--- config.mk ---
export PLATFORM = sky130hd
export DESIGN_NAME = adpcm_block_decoder_two_tap
export DESIGN_NICKNAME = d
export VERILOG_FILES = /design/src/sv/adpcm2t_pkg.sv /design/src/sv/adpcm2t_mac.sv /design/src/sv/adpcm_block_decoder_two_tap.sv
export VERILOG_INCLUDE_DIRS = /design/src /design/src/sv
export SDC_FILE = /design/constraint.sdc
export NUM_CORES = 1
export LEC_CHECK = 0
export BUFFER_PORTS_ARGS = -buffer_cell sky130_fd_sc_hd__clkbuf_2
export CAP_MARGIN = 5
export CORE_UTILIZATION = 65
export DETAILED_ROUTE_END_ITERATION = 6
export GPL_ROUTABILITY_DRIVEN = 0
export PLACE_DENSITY_LB_ADDON = 0.2
export SLEW_MARGIN = 20
export SYNTH_ARGS = -nofsm -noshare
export SYNTH_HDL_FRONTEND = slang
export SYNTH_SLANG_ARGS = --single-unit
--- constraint.sdc ---
create_clock -name i_clk -period 22.1 [get_ports i_clk]
set_input_delay 4.42 -clock i_clk [delete_from_list [all_inputs] [get_ports i_clk]]
set_output_delay 4.42 -clock i_clk [all_outputs]
set_load 0.1 [all_outputs]
--- src/sv/adpcm_block_decoder_two_tap_defines.svh ---
// Assertion macros shared by the two-tap ADPCM decoder RTL.
// Depends on nothing; included by the files that carry assertions.
`ifndef ADPCM_BLOCK_DECODER_TWO_TAP_DEFINES_SVH
`define ADPCM_BLOCK_DECODER_TWO_TAP_DEFINES_SVH

`ifndef NO_ASSERTIONS
// Same-cycle implication, disabled while reset is active.
`define ADPCM2T_ASSERT_IMP(lbl, clk, rst_n, ante, cons) \
    lbl: assert property (@(posedge clk) disable iff (!rst_n) (ante) |-> (cons)) \
        else $error("adpcm2t: assertion failed");
// Next-cycle implication, disabled while reset is active.
`define ADPCM2T_ASSERT_NXT(lbl, clk, rst_n, ante, cons) \
    lbl: assert property (@(posedge clk) disable iff (!rst_n) (ante) |=> (cons)) \
        else $error("adpcm2t: assertion failed");
`else
`define ADPCM2T_ASSERT_IMP(lbl, clk, rst_n, ante, cons)
`define ADPCM2T_ASSERT_NXT(lbl, clk, rst_n, ante, cons)
`endif

`endif

--- src/sv/adpcm2t_pkg.sv ---
// Package for the two-tap ADPCM decoder: types, constants and codes.
// Depends on nothing; used by the top level and the multiply-accumulate unit.
`default_nettype none

package adpcm2t_pkg;

    // Default sizing of the decoder.
    localparam int FRAME_BYTES_DEF = 18;
    localparam int CHANNELS_DEF    = 2;

    // Arithmetic sizing.
    localparam int OPND_W     = 17;
    localparam int ACC_W      = 40;
    localparam int GAIN_SHIFT = 13;
    localparam int FRAC_SHIFT = 13;
    localparam int PCM_MAX    = 32767;
    localparam int PCM_MIN    = -32768;

    // Register reset values.
    localparam logic signed [15:0] COEF_FIRST_RESET  = 16'sd14668;
    localparam logic signed [15:0] COEF_SECOND_RESET = -16'sd6566;

    // Configuration register indexes.
    localparam logic CFG_COEF_FIRST  = 1'b0;
    localparam logic CFG_COEF_SECOND = 1'b1;

    // Input operation codes.
    localparam logic OP_DATA  = 1'b0;
    localparam logic OP_CLEAR = 1'b1;

    // Sequencer states.
    typedef enum logic [1:0] {
        ST_IDLE,
        ST_MUL,
        ST_SUM,
        ST_CLIP
    } t_state;

    // Controls from the sequencer to the multiply-accumulate unit.
    typedef struct packed {
        logic mul_en;
        logic shift;
        logic acc_clr;
        logic acc_add;
    } t_mac_ctl;

endpackage

`default_nettype wire

--- src/sv/adpcm2t_mac.sv ---
// Shared multiply-accumulate unit with floor shift and 16-bit clipping.
// Depends on adpcm2t_pkg for widths, constants and the control struct.
`default_nettype none

module adpcm2t_mac (
    input  wire                                         i_clk,
    input  wire adpcm2t_pkg::t_mac_ctl                  i_ctl,
    input  wire logic signed [adpcm2t_pkg::OPND_W-1:0]  i_op_a,
    input  wire logic signed [adpcm2t_pkg::OPND_W-1:0]  i_op_b,
    output logic signed [15:0]                          o_sample
);

    localparam int ACC_W = adpcm2t_pkg::ACC_W;
    localparam logic signed [ACC_W-1:0] Q_MAX = ACC_W'(adpcm2t_pkg::PCM_MAX);
    localparam logic signed [ACC_W-1:0] Q_MIN = ACC_W'(adpcm2t_pkg::PCM_MIN);

    logic signed [2*adpcm2t_pkg::OPND_W-1:0] w_mult;
    logic signed [ACC_W-1:0] w_prod_ext;
    logic signed [ACC_W-1:0] w_prod_sh;
    logic signed [ACC_W-1:0] w_q;
    logic signed [ACC_W-1:0] r_prod;
    logic signed [ACC_W-1:0] r_acc;

    // One signed product per cycle; the nibble term is scaled by the gain shift.
    always_comb begin
        w_mult     = i_op_a * i_op_b;
        w_prod_ext = ACC_W'(w_mult);
        w_prod_sh  = i_ctl.shift ? (w_prod_ext <<< adpcm2t_pkg::GAIN_SHIFT) : w_prod_ext;
    end

    // Product register, then accumulation of the registered product.
    always_ff @(posedge i_clk) begin
        if (i_ctl.mul_en) begin
            r_prod <= w_prod_sh;
        end
        if (i_ctl.acc_clr) begin
            r_acc <= '0;
        end else if (i_ctl.acc_add) begin
            r_acc <= r_acc + r_prod;
        end
    end

    // Arithmetic shift gives the floor quotient; then saturate to 16 bits.
    always_comb begin
        w_q = r_acc >>> adpcm2t_pkg::FRAC_SHIFT;
        if (w_q > Q_MAX) begin
            o_sample = Q_MAX[15:0];
        end else if (w_q < Q_MIN) begin
            o_sample = Q_MIN[15:0];
        end else begin
            o_sample = w_q[15:0];
        end
    end

endmodule

`default_nettype wire

--- src/sv/adpcm_block_decoder_two_tap.sv ---
// Two-tap block ADPCM decoder. Each frame of FRAME_BYTES bytes per channel starts
// with two scale bytes (high byte first); every later byte yields two samples,
// high nibble first, each predicted from the channel's last two samples with the
// coef_first and coef_second weights (Q13) and clipped to 16 bits. A clear
// transaction zeroes scale and history of all channels. Scale bytes, clear
// transactions and ignored bytes do not start the sequencer. For a data byte, each
// nibble passes the single 17x17 multiplier in product steps for the scaled
// nibble and both history terms, then an accumulate and a clip-and-output step;
// the block is ready again in the cycle after the second sample. If the output
// register is still full when a sample is due, the sequencer waits until it is taken.
// Depends on adpcm2t_pkg, adpcm2t_mac and the assertion macro header.
`default_nettype none
`include "adpcm_block_decoder_two_tap_defines.svh"

module adpcm_block_decoder_two_tap #(
    parameter int FRAME_BYTES = adpcm2t_pkg::FRAME_BYTES_DEF,
    parameter int CHANNELS    = adpcm2t_pkg::CHANNELS_DEF
) (
    input  wire               i_clk,
    input  wire               i_rst_n,
    // Configuration write channel.
    input  wire               i_cfg_valid,
    output logic              o_cfg_ready,
    input  wire  [0:0]        i_cfg_index,
    input  wire  [15:0]       i_cfg_data,
    // Input stream.
    input  wire               i_s_tvalid,
    output logic              o_s_tready,
    input  wire  [15:0]       i_s_tdata,   // [4:0] byte_index, [12:5] data_byte, zero fill
    input  wire  [1:0]        i_s_tuser,   // [0] op, [1] channel
    // Output stream.
    output logic              o_m_tvalid,
    input  wire               i_m_tready,
    output logic [15:0]       o_m_tdata,   // [15:0] sample
    output logic [0:0]        o_m_tuser,   // [0] out_channel
    output logic              o_m_tlast    // last
);

    localparam int CH_W = (CHANNELS > 1) ? $clog2(CHANNELS) : 1;
    localparam logic [6:0] FRAME_LEN = 7'(FRAME_BYTES);
    localparam int OPND_W = adpcm2t_pkg::OPND_W;

    adpcm2t_pkg::t_state   r_state, n_state;
    logic [1:0]            r_step, n_step;
    logic                  r_nib_low, n_nib_low;
    logic [CH_W-1:0]       r_ch;
    logic [7:0]            r_byte;

    logic signed [15:0]    r_coef_first;
    logic signed [15:0]    r_coef_second;
    logic [15:0]           r_scale    [CHANNELS];
    logic signed [15:0]    r_prev_one [CHANNELS];
    logic signed [15:0]    r_prev_two [CHANNELS];

    logic                  r_out_valid;
    logic signed [15:0]    r_out_sample;
    logic                  r_out_channel;
    logic                  r_out_last;

    logic                  w_op;
    logic                  w_chan;
    logic [4:0]            w_idx;
    logic [7:0]            w_byte;
    logic [CH_W-1:0]       w_ch_idx;
    logic                  w_ok;
    logic                  w_busy;
    logic                  w_s_fire;
    logic                  w_clear;
    logic                  w_start;
    logic                  w_emit;
    logic                  w_first_step;
    logic                  w_ch0_zero;
    logic [3:0]            w_nib;
    logic signed [OPND_W-1:0] w_op_a;
    logic signed [OPND_W-1:0] w_op_b;
    logic signed [15:0]    w_sample;
    adpcm2t_pkg::t_mac_ctl w_ctl;

    // Unpack the input transaction.
    always_comb begin
        w_op     = i_s_tuser[0];
        w_chan   = i_s_tuser[1];
        w_idx    = i_s_tdata[4:0];
        w_byte   = i_s_tdata[12:5];
        w_ch_idx = CH_W'(w_chan);
        w_ok     = (int'(w_chan) < CHANNELS) && ({2'b00, w_idx} < FRAME_LEN);
        w_s_fire = i_s_tvalid && o_s_tready;
        w_clear  = w_s_fire && (w_op == adpcm2t_pkg::OP_CLEAR);
        w_start  = w_s_fire && (w_op == adpcm2t_pkg::OP_DATA) && w_ok && (w_idx >= 5'd2);
    end

    // Both channels are ready only out of reset; input also waits for an idle sequencer.
    assign w_busy      = (r_state != adpcm2t_pkg::ST_IDLE);
    assign o_s_tready  = i_rst_n && !w_busy;
    assign o_cfg_ready = i_rst_n;

    // Sequencer state register.
    always_ff @(posedge i_clk) begin
        if (!i_rst_n) begin
            r_state   <= adpcm2t_pkg::ST_IDLE;
            r_step    <= 2'd0;
            r_nib_low <= 1'b0;
        end else begin
            r_state   <= n_state;
            r_step    <= n_step;
            r_nib_low <= n_nib_low;
        end
    end

    // Next state and unit controls: three products, one add, one clip per nibble.
    always_comb begin
        n_state       = r_state;
        n_step        = r_step;
        n_nib_low     = r_nib_low;
        w_ctl         = '0;
        w_emit        = 1'b0;
        case (r_state)
            adpcm2t_pkg::ST_IDLE: begin
                if (w_start) begin
                    n_state   = adpcm2t_pkg::ST_MUL;
                    n_step    = 2'd0;
                    n_nib_low = 1'b0;
                end
            end
            adpcm2t_pkg::ST_MUL: begin
                w_ctl.mul_en  = 1'b1;
                w_ctl.shift   = (r_step == 2'd0);
                w_ctl.acc_clr = (r_step == 2'd0);
                w_ctl.acc_add = (r_step != 2'd0);
                if (r_step == 2'd2) begin
                    n_state = adpcm2t_pkg::ST_SUM;
                end else begin
                    n_step = r_step + 2'd1;
                end
            end
            adpcm2t_pkg::ST_SUM: begin
                w_ctl.acc_add = 1'b1;
                n_state       = adpcm2t_pkg::ST_CLIP;
            end
            adpcm2t_pkg::ST_CLIP: begin
                if (!r_out_valid || i_m_tready) begin
                    w_emit = 1'b1;
                    if (r_nib_low) begin
                        n_state = adpcm2t_pkg::ST_IDLE;
                    end else begin
                        n_state   = adpcm2t_pkg::ST_MUL;
                        n_step    = 2'd0;
                        n_nib_low = 1'b1;
                    end
                end
            end
            default: begin
                n_state = adpcm2t_pkg::ST_IDLE;
            end
        endcase
    end

    // Operand selection for the shared multiplier.
    always_comb begin
        w_nib = r_nib_low ? r_byte[3:0] : r_byte[7:4];
        case (r_step)
            2'd0: begin
                w_op_a = {{(OPND_W-4){w_nib[3]}}, w_nib};
                w_op_b = {1'b0, r_scale[r_ch]};
            end
            2'd1: begin
                w_op_a = OPND_W'(r_coef_first);
                w_op_b = OPND_W'(r_prev_one[r_ch]);
            end
            default: begin
                w_op_a = OPND_W'(r_coef_second);
                w_op_b = OPND_W'(r_prev_two[r_ch]);
            end
        endcase
    end

    adpcm2t_mac u_mac (
        .i_clk    (i_clk),
        .i_ctl    (w_ctl),
        .i_op_a   (w_op_a),
        .i_op_b   (w_op_b),
        .o_sample (w_sample)
    );

    // Latch the byte being decoded.
    always_ff @(posedge i_clk) begin
        if (w_start) begin
            r_ch   <= w_ch_idx;
            r_byte <= w_byte;
        end
    end

    // Coefficient registers from the configuration channel.
    always_ff @(posedge i_clk) begin
        if (!i_rst_n) begin
            r_coef_first  <= adpcm2t_pkg::COEF_FIRST_RESET;
            r_coef_second <= adpcm2t_pkg::COEF_SECOND_RESET;
        end else if (i_cfg_valid && o_cfg_ready) begin
            case (i_cfg_index)
                adpcm2t_pkg::CFG_COEF_FIRST:  r_coef_first  <= i_cfg_data;
                adpcm2t_pkg::CFG_COEF_SECOND: r_coef_second <= i_cfg_data;
                default: begin
                end
            endcase
        end
    end

    // Per-channel scale and sample history.
    always_ff @(posedge i_clk) begin
        if (!i_rst_n) begin
            for (int i = 0; i < CHANNELS; i++) begin
                r_scale[i]    <= '0;
                r_prev_one[i] <= '0;
                r_prev_two[i] <= '0;
            end
        end else if (w_clear) begin
            for (int i = 0; i < CHANNELS; i++) begin
                r_scale[i]    <= '0;
                r_prev_one[i] <= '0;
                r_prev_two[i] <= '0;
            end
        end else if (w_s_fire && w_ok && (w_idx == 5'd0)) begin
            r_scale[w_ch_idx][15:8] <= w_byte;
        end else if (w_s_fire && w_ok && (w_idx == 5'd1)) begin
            r_scale[w_ch_idx][7:0] <= w_byte;
        end else if (w_emit) begin
            r_prev_two[r_ch] <= r_prev_one[r_ch];
            r_prev_one[r_ch] <= w_sample;
        end
    end

    // Output register: filled by the sequencer, emptied by the downstream side.
    always_ff @(posedge i_clk) begin
        if (!i_rst_n) begin
            r_out_valid <= 1'b0;
        end else if (w_emit) begin
            r_out_valid <= 1'b1;
        end else if (i_m_tready) begin
            r_out_valid <= 1'b0;
        end
    end

    always_ff @(posedge i_clk) begin
        if (w_emit) begin
            r_out_sample  <= w_sample;
            r_out_channel <= r_ch[0];
            r_out_last    <= r_nib_low;
        end
    end

    assign o_m_tvalid   = r_out_valid;
    assign o_m_tdata    = r_out_sample;
    assign o_m_tuser[0] = r_out_channel;
    assign o_m_tlast    = r_out_last;

    // Conditions watched by the checks below.
    assign w_first_step = (r_state == adpcm2t_pkg::ST_MUL) && (r_step == 2'd0) && !r_nib_low;
    assign w_ch0_zero   = (r_scale[0] == 16'd0) && (r_prev_one[0] == 16'sd0)
                          && (r_prev_two[0] == 16'sd0);

    // A decodable data byte starts the first product step of the high nibble.
    `ADPCM2T_ASSERT_NXT(a_start_mul, i_clk, i_rst_n, w_start, w_first_step)
    // A clear transaction leaves channel zero with no scale and no history.
    `ADPCM2T_ASSERT_NXT(a_clear_zero, i_clk, i_rst_n, w_clear, w_ch0_zero)
    // A sample leaving the clip step lands in the output register with its nibble flag.
    `ADPCM2T_ASSERT_NXT(a_emit_out, i_clk, i_rst_n, w_emit, r_out_valid && (r_out_last == $past(r_nib_low)))
    // The block never takes input while a byte is being decoded.
    `ADPCM2T_ASSERT_IMP(a_busy_stall, i_clk, i_rst_n, w_busy, !w_s_fire)

endmodule

`default_nettype wire
==> impl_metrics.env <==
export IMPL_outcome="completed"
export IMPL_core_area_mm2=0.0345
export IMPL_maxSlewHeadroom=0.211
export IMPL_yosys_top_cells_area="fa_1, edfxtp_1, ha_1"
export IMPL_die_h_um=189
export IMPL_viasPerCell=5.98
export IMPL_critPathRequiredTime_ps=17680
export IMPL_period_share=0.461
export IMPL_htree_num_levels=1
export IMPL_drt_iter0_markers=1605
export IMPL_antenna_found_initial=0
export IMPL_hold_class="flip-flop to flip-flop"
export IMPL_synth_warnings=0
export IMPL_num_rows=68
export IMPL_synth_distinct_cells=78
export IMPL_r2r_end="u_mac.r_prod[34]"
export IMPL_fin_setup_tns_ps=0
export IMPL_clock_fmax_mhz=98.3
export IMPL_synth_most_common_cell="inv_1"
export IMPL_nets=2907
export IMPL_ff2ff_setup_slack_ps=12490
export IMPL_cp_start_kind="input port"
export IMPL_initial_core_util=0.660
export IMPL_clk_pin_slew_ps=60
export IMPL_drt_first_pass_iters=6
export IMPL_syn_nets=2889
export IMPL_ys_seq_area_frac=0.284
export IMPL_slew_violations=0
export IMPL_cts_sinks=242
export IMPL_ant_nets=0
export IMPL_cts_buffers=26
export IMPL_grt_util_met1=0.446
export IMPL_maxCapViolCount=0
export IMPL_insertedDiodeCount=0
export IMPL_grt_met2_usage=0.549
export IMPL_grt_ovfl_total=0
export IMPL_final_setup_worst_slack_ps=11920
export IMPL_ctsHoldBuffers=0
export IMPL_syn_inst=2429
export IMPL_post_cts_buffers=0
export IMPL_grt_use_total=0.336
export IMPL_dp_hpwl_um=43800
export IMPL_hold_depth=2
export IMPL_gr_max_usage_layer="met2"
export IMPL_synth_top_cell_area_share=0.252
export IMPL_dieArea_mm2=0.0358
export IMPL_cts_buffer_depth=3
export IMPL_setup_violations_final=0
export IMPL_crit_arrival_ps=5760
export IMPL_hold_path_endpoint="r_coef_second[11]"
export IMPL_finClkSkew_ps=11.4
export IMPL_synth_top_flop_cell="edfxtp_1"
export IMPL_die_width_um=189
export IMPL_worstHoldStart="r_coef_second[11]"
export IMPL_grt_pass1_vias=17700
export IMPL_synth_edf_count=163
export IMPL_via_count=17500
export IMPL_end_kind="output pin"
export IMPL_cp_max_fo=35
export IMPL_worst_setup_path_type="input port to output pin"
export IMPL_synth_area_mm2=0.0228
export IMPL_syn_area_per_cell_um2=9.39
export IMPL_dp_slack_ps=11940
export IMPL_worstRegToRegCells=29
export IMPL_insertion_delay_ps=560
export IMPL_ys_async_sr_fraction=0
export IMPL_reg2reg_from="r_step[1]"
export IMPL_rsz0062_at_grt="false"
export IMPL_drc=0
export IMPL_synth_seq_cells=242
export IMPL_ios=61
export IMPL_grt_util_met3=0.0567
export IMPL_drive_gt1_frac=0.0738
export IMPL_synth_top_area_cell="fa_1"
export IMPL_grt_pass1_wl_um=93300
export IMPL_grt_max_degree=67
export IMPL_wl_per_cell_um=19.8
export IMPL_n_fill_cell=2595
export IMPL_cts_tree="yes"
export IMPL_ys_top_cells_by_count="inv_1, nor2_1, fa_1"
export IMPL_cts_resized=0
export IMPL_area_growth_pct=7.39
export IMPL_place_port_buffers=57
export IMPL_root_buffer="clkbuf_16"
export IMPL_hold_viol=0
export IMPL_max_slew_worst_pin_slew_ps=1180
export IMPL_routed_wl_um=57900
export IMPL_post_route_min_period_ps=10180
-- stage by stage --
step	hold slack [ps]	instances	instance area, um^2	utilization
floorplan	406	2429	22800	-
global placement	438	2871	23500	0.681
detailed placement	449	2871	23500	0.681
CTS	459	2919	24500	0.708
global route	472	2922	24500	0.709
finish	457	2922	24500	0.709
-- per-layer routing --
layer  wire length [um]  vias to the layer above  share of wire
li1                   -                     7909              -
met2              27600                      835           0.48
met3               5140                      189          0.089
met1              22500                     8548           0.39
met5                  0                        -              0
met4               2630                        0          0.045
-- registers in the layout (all words and copies together), names as in the netlist, 2 cells and up, named ones only --
name / flops
o_m_tdata: 16
r_byte: 8
r_coef_first: 16
r_coef_second: 16
r_prev_one: 32
r_prev_two: 32
r_scale: 32
r_state: 2
r_step: 2
u_mac.r_acc: 40
u_mac.r_prod: 40
-- cell type report --
type | count | area [um^2] | area share
clock buffer | 27 | 654 | 0.0267
timing repair buffer | 92 | 548 | 0.0224
tap | 455 | 569 | 0.0232
clock inverter | 21 | 284 | 0.0116
multi-input combinational | 1706 | 14500 | 0.594
sequential | 242 | 6480 | 0.264
inverter | 379 | 1420 | 0.0581
-- cell families after synthesis --
group	after synthesis	synth area share
multiplexers	60	0.0268
adder cells (fa/ha/maj)	420	0.325
buffers and inverters	481	0.0802
AO/OA/AOI/OAI	361	0.104
flip-flops	242	0.284
XOR/XNOR	65	0.0250
AND/OR/NAND/NOR	800	0.156
-- cell usage in the layout (no fill, tap or decap), drive strengths merged, types with 43 or more instances in the layout --
cell and count:
fa 287, nand2b 43, dfxtp 79, nand2 264
a21oi 102, edfxtp 163, o21ai 89, inv 380
nor2 304, mux2i 52, ha 133, clkbuf 85
-- worst max path at each step --
stage,start,to,slack [ps],cells past startpoint
after CTS,i_rst_n,o_s_tready,11940,3
after detailed placement,i_rst_n,o_s_tready,11940,3
after global routing,i_rst_n,o_s_tready,11890,3
after floorplan,i_rst_n,o_s_tready,12270,2
after global placement,i_rst_n,o_s_tready,11940,3
final,i_rst_n,o_s_tready,11920,3
-- critical path: stages --
cell      delay, ps
clkbuf_2        590
and2_1          270
clkbuf_2        470
Power is not shown: default switching activity piles up to over one toggle a cycle in this logic, so the estimate is an artifact.
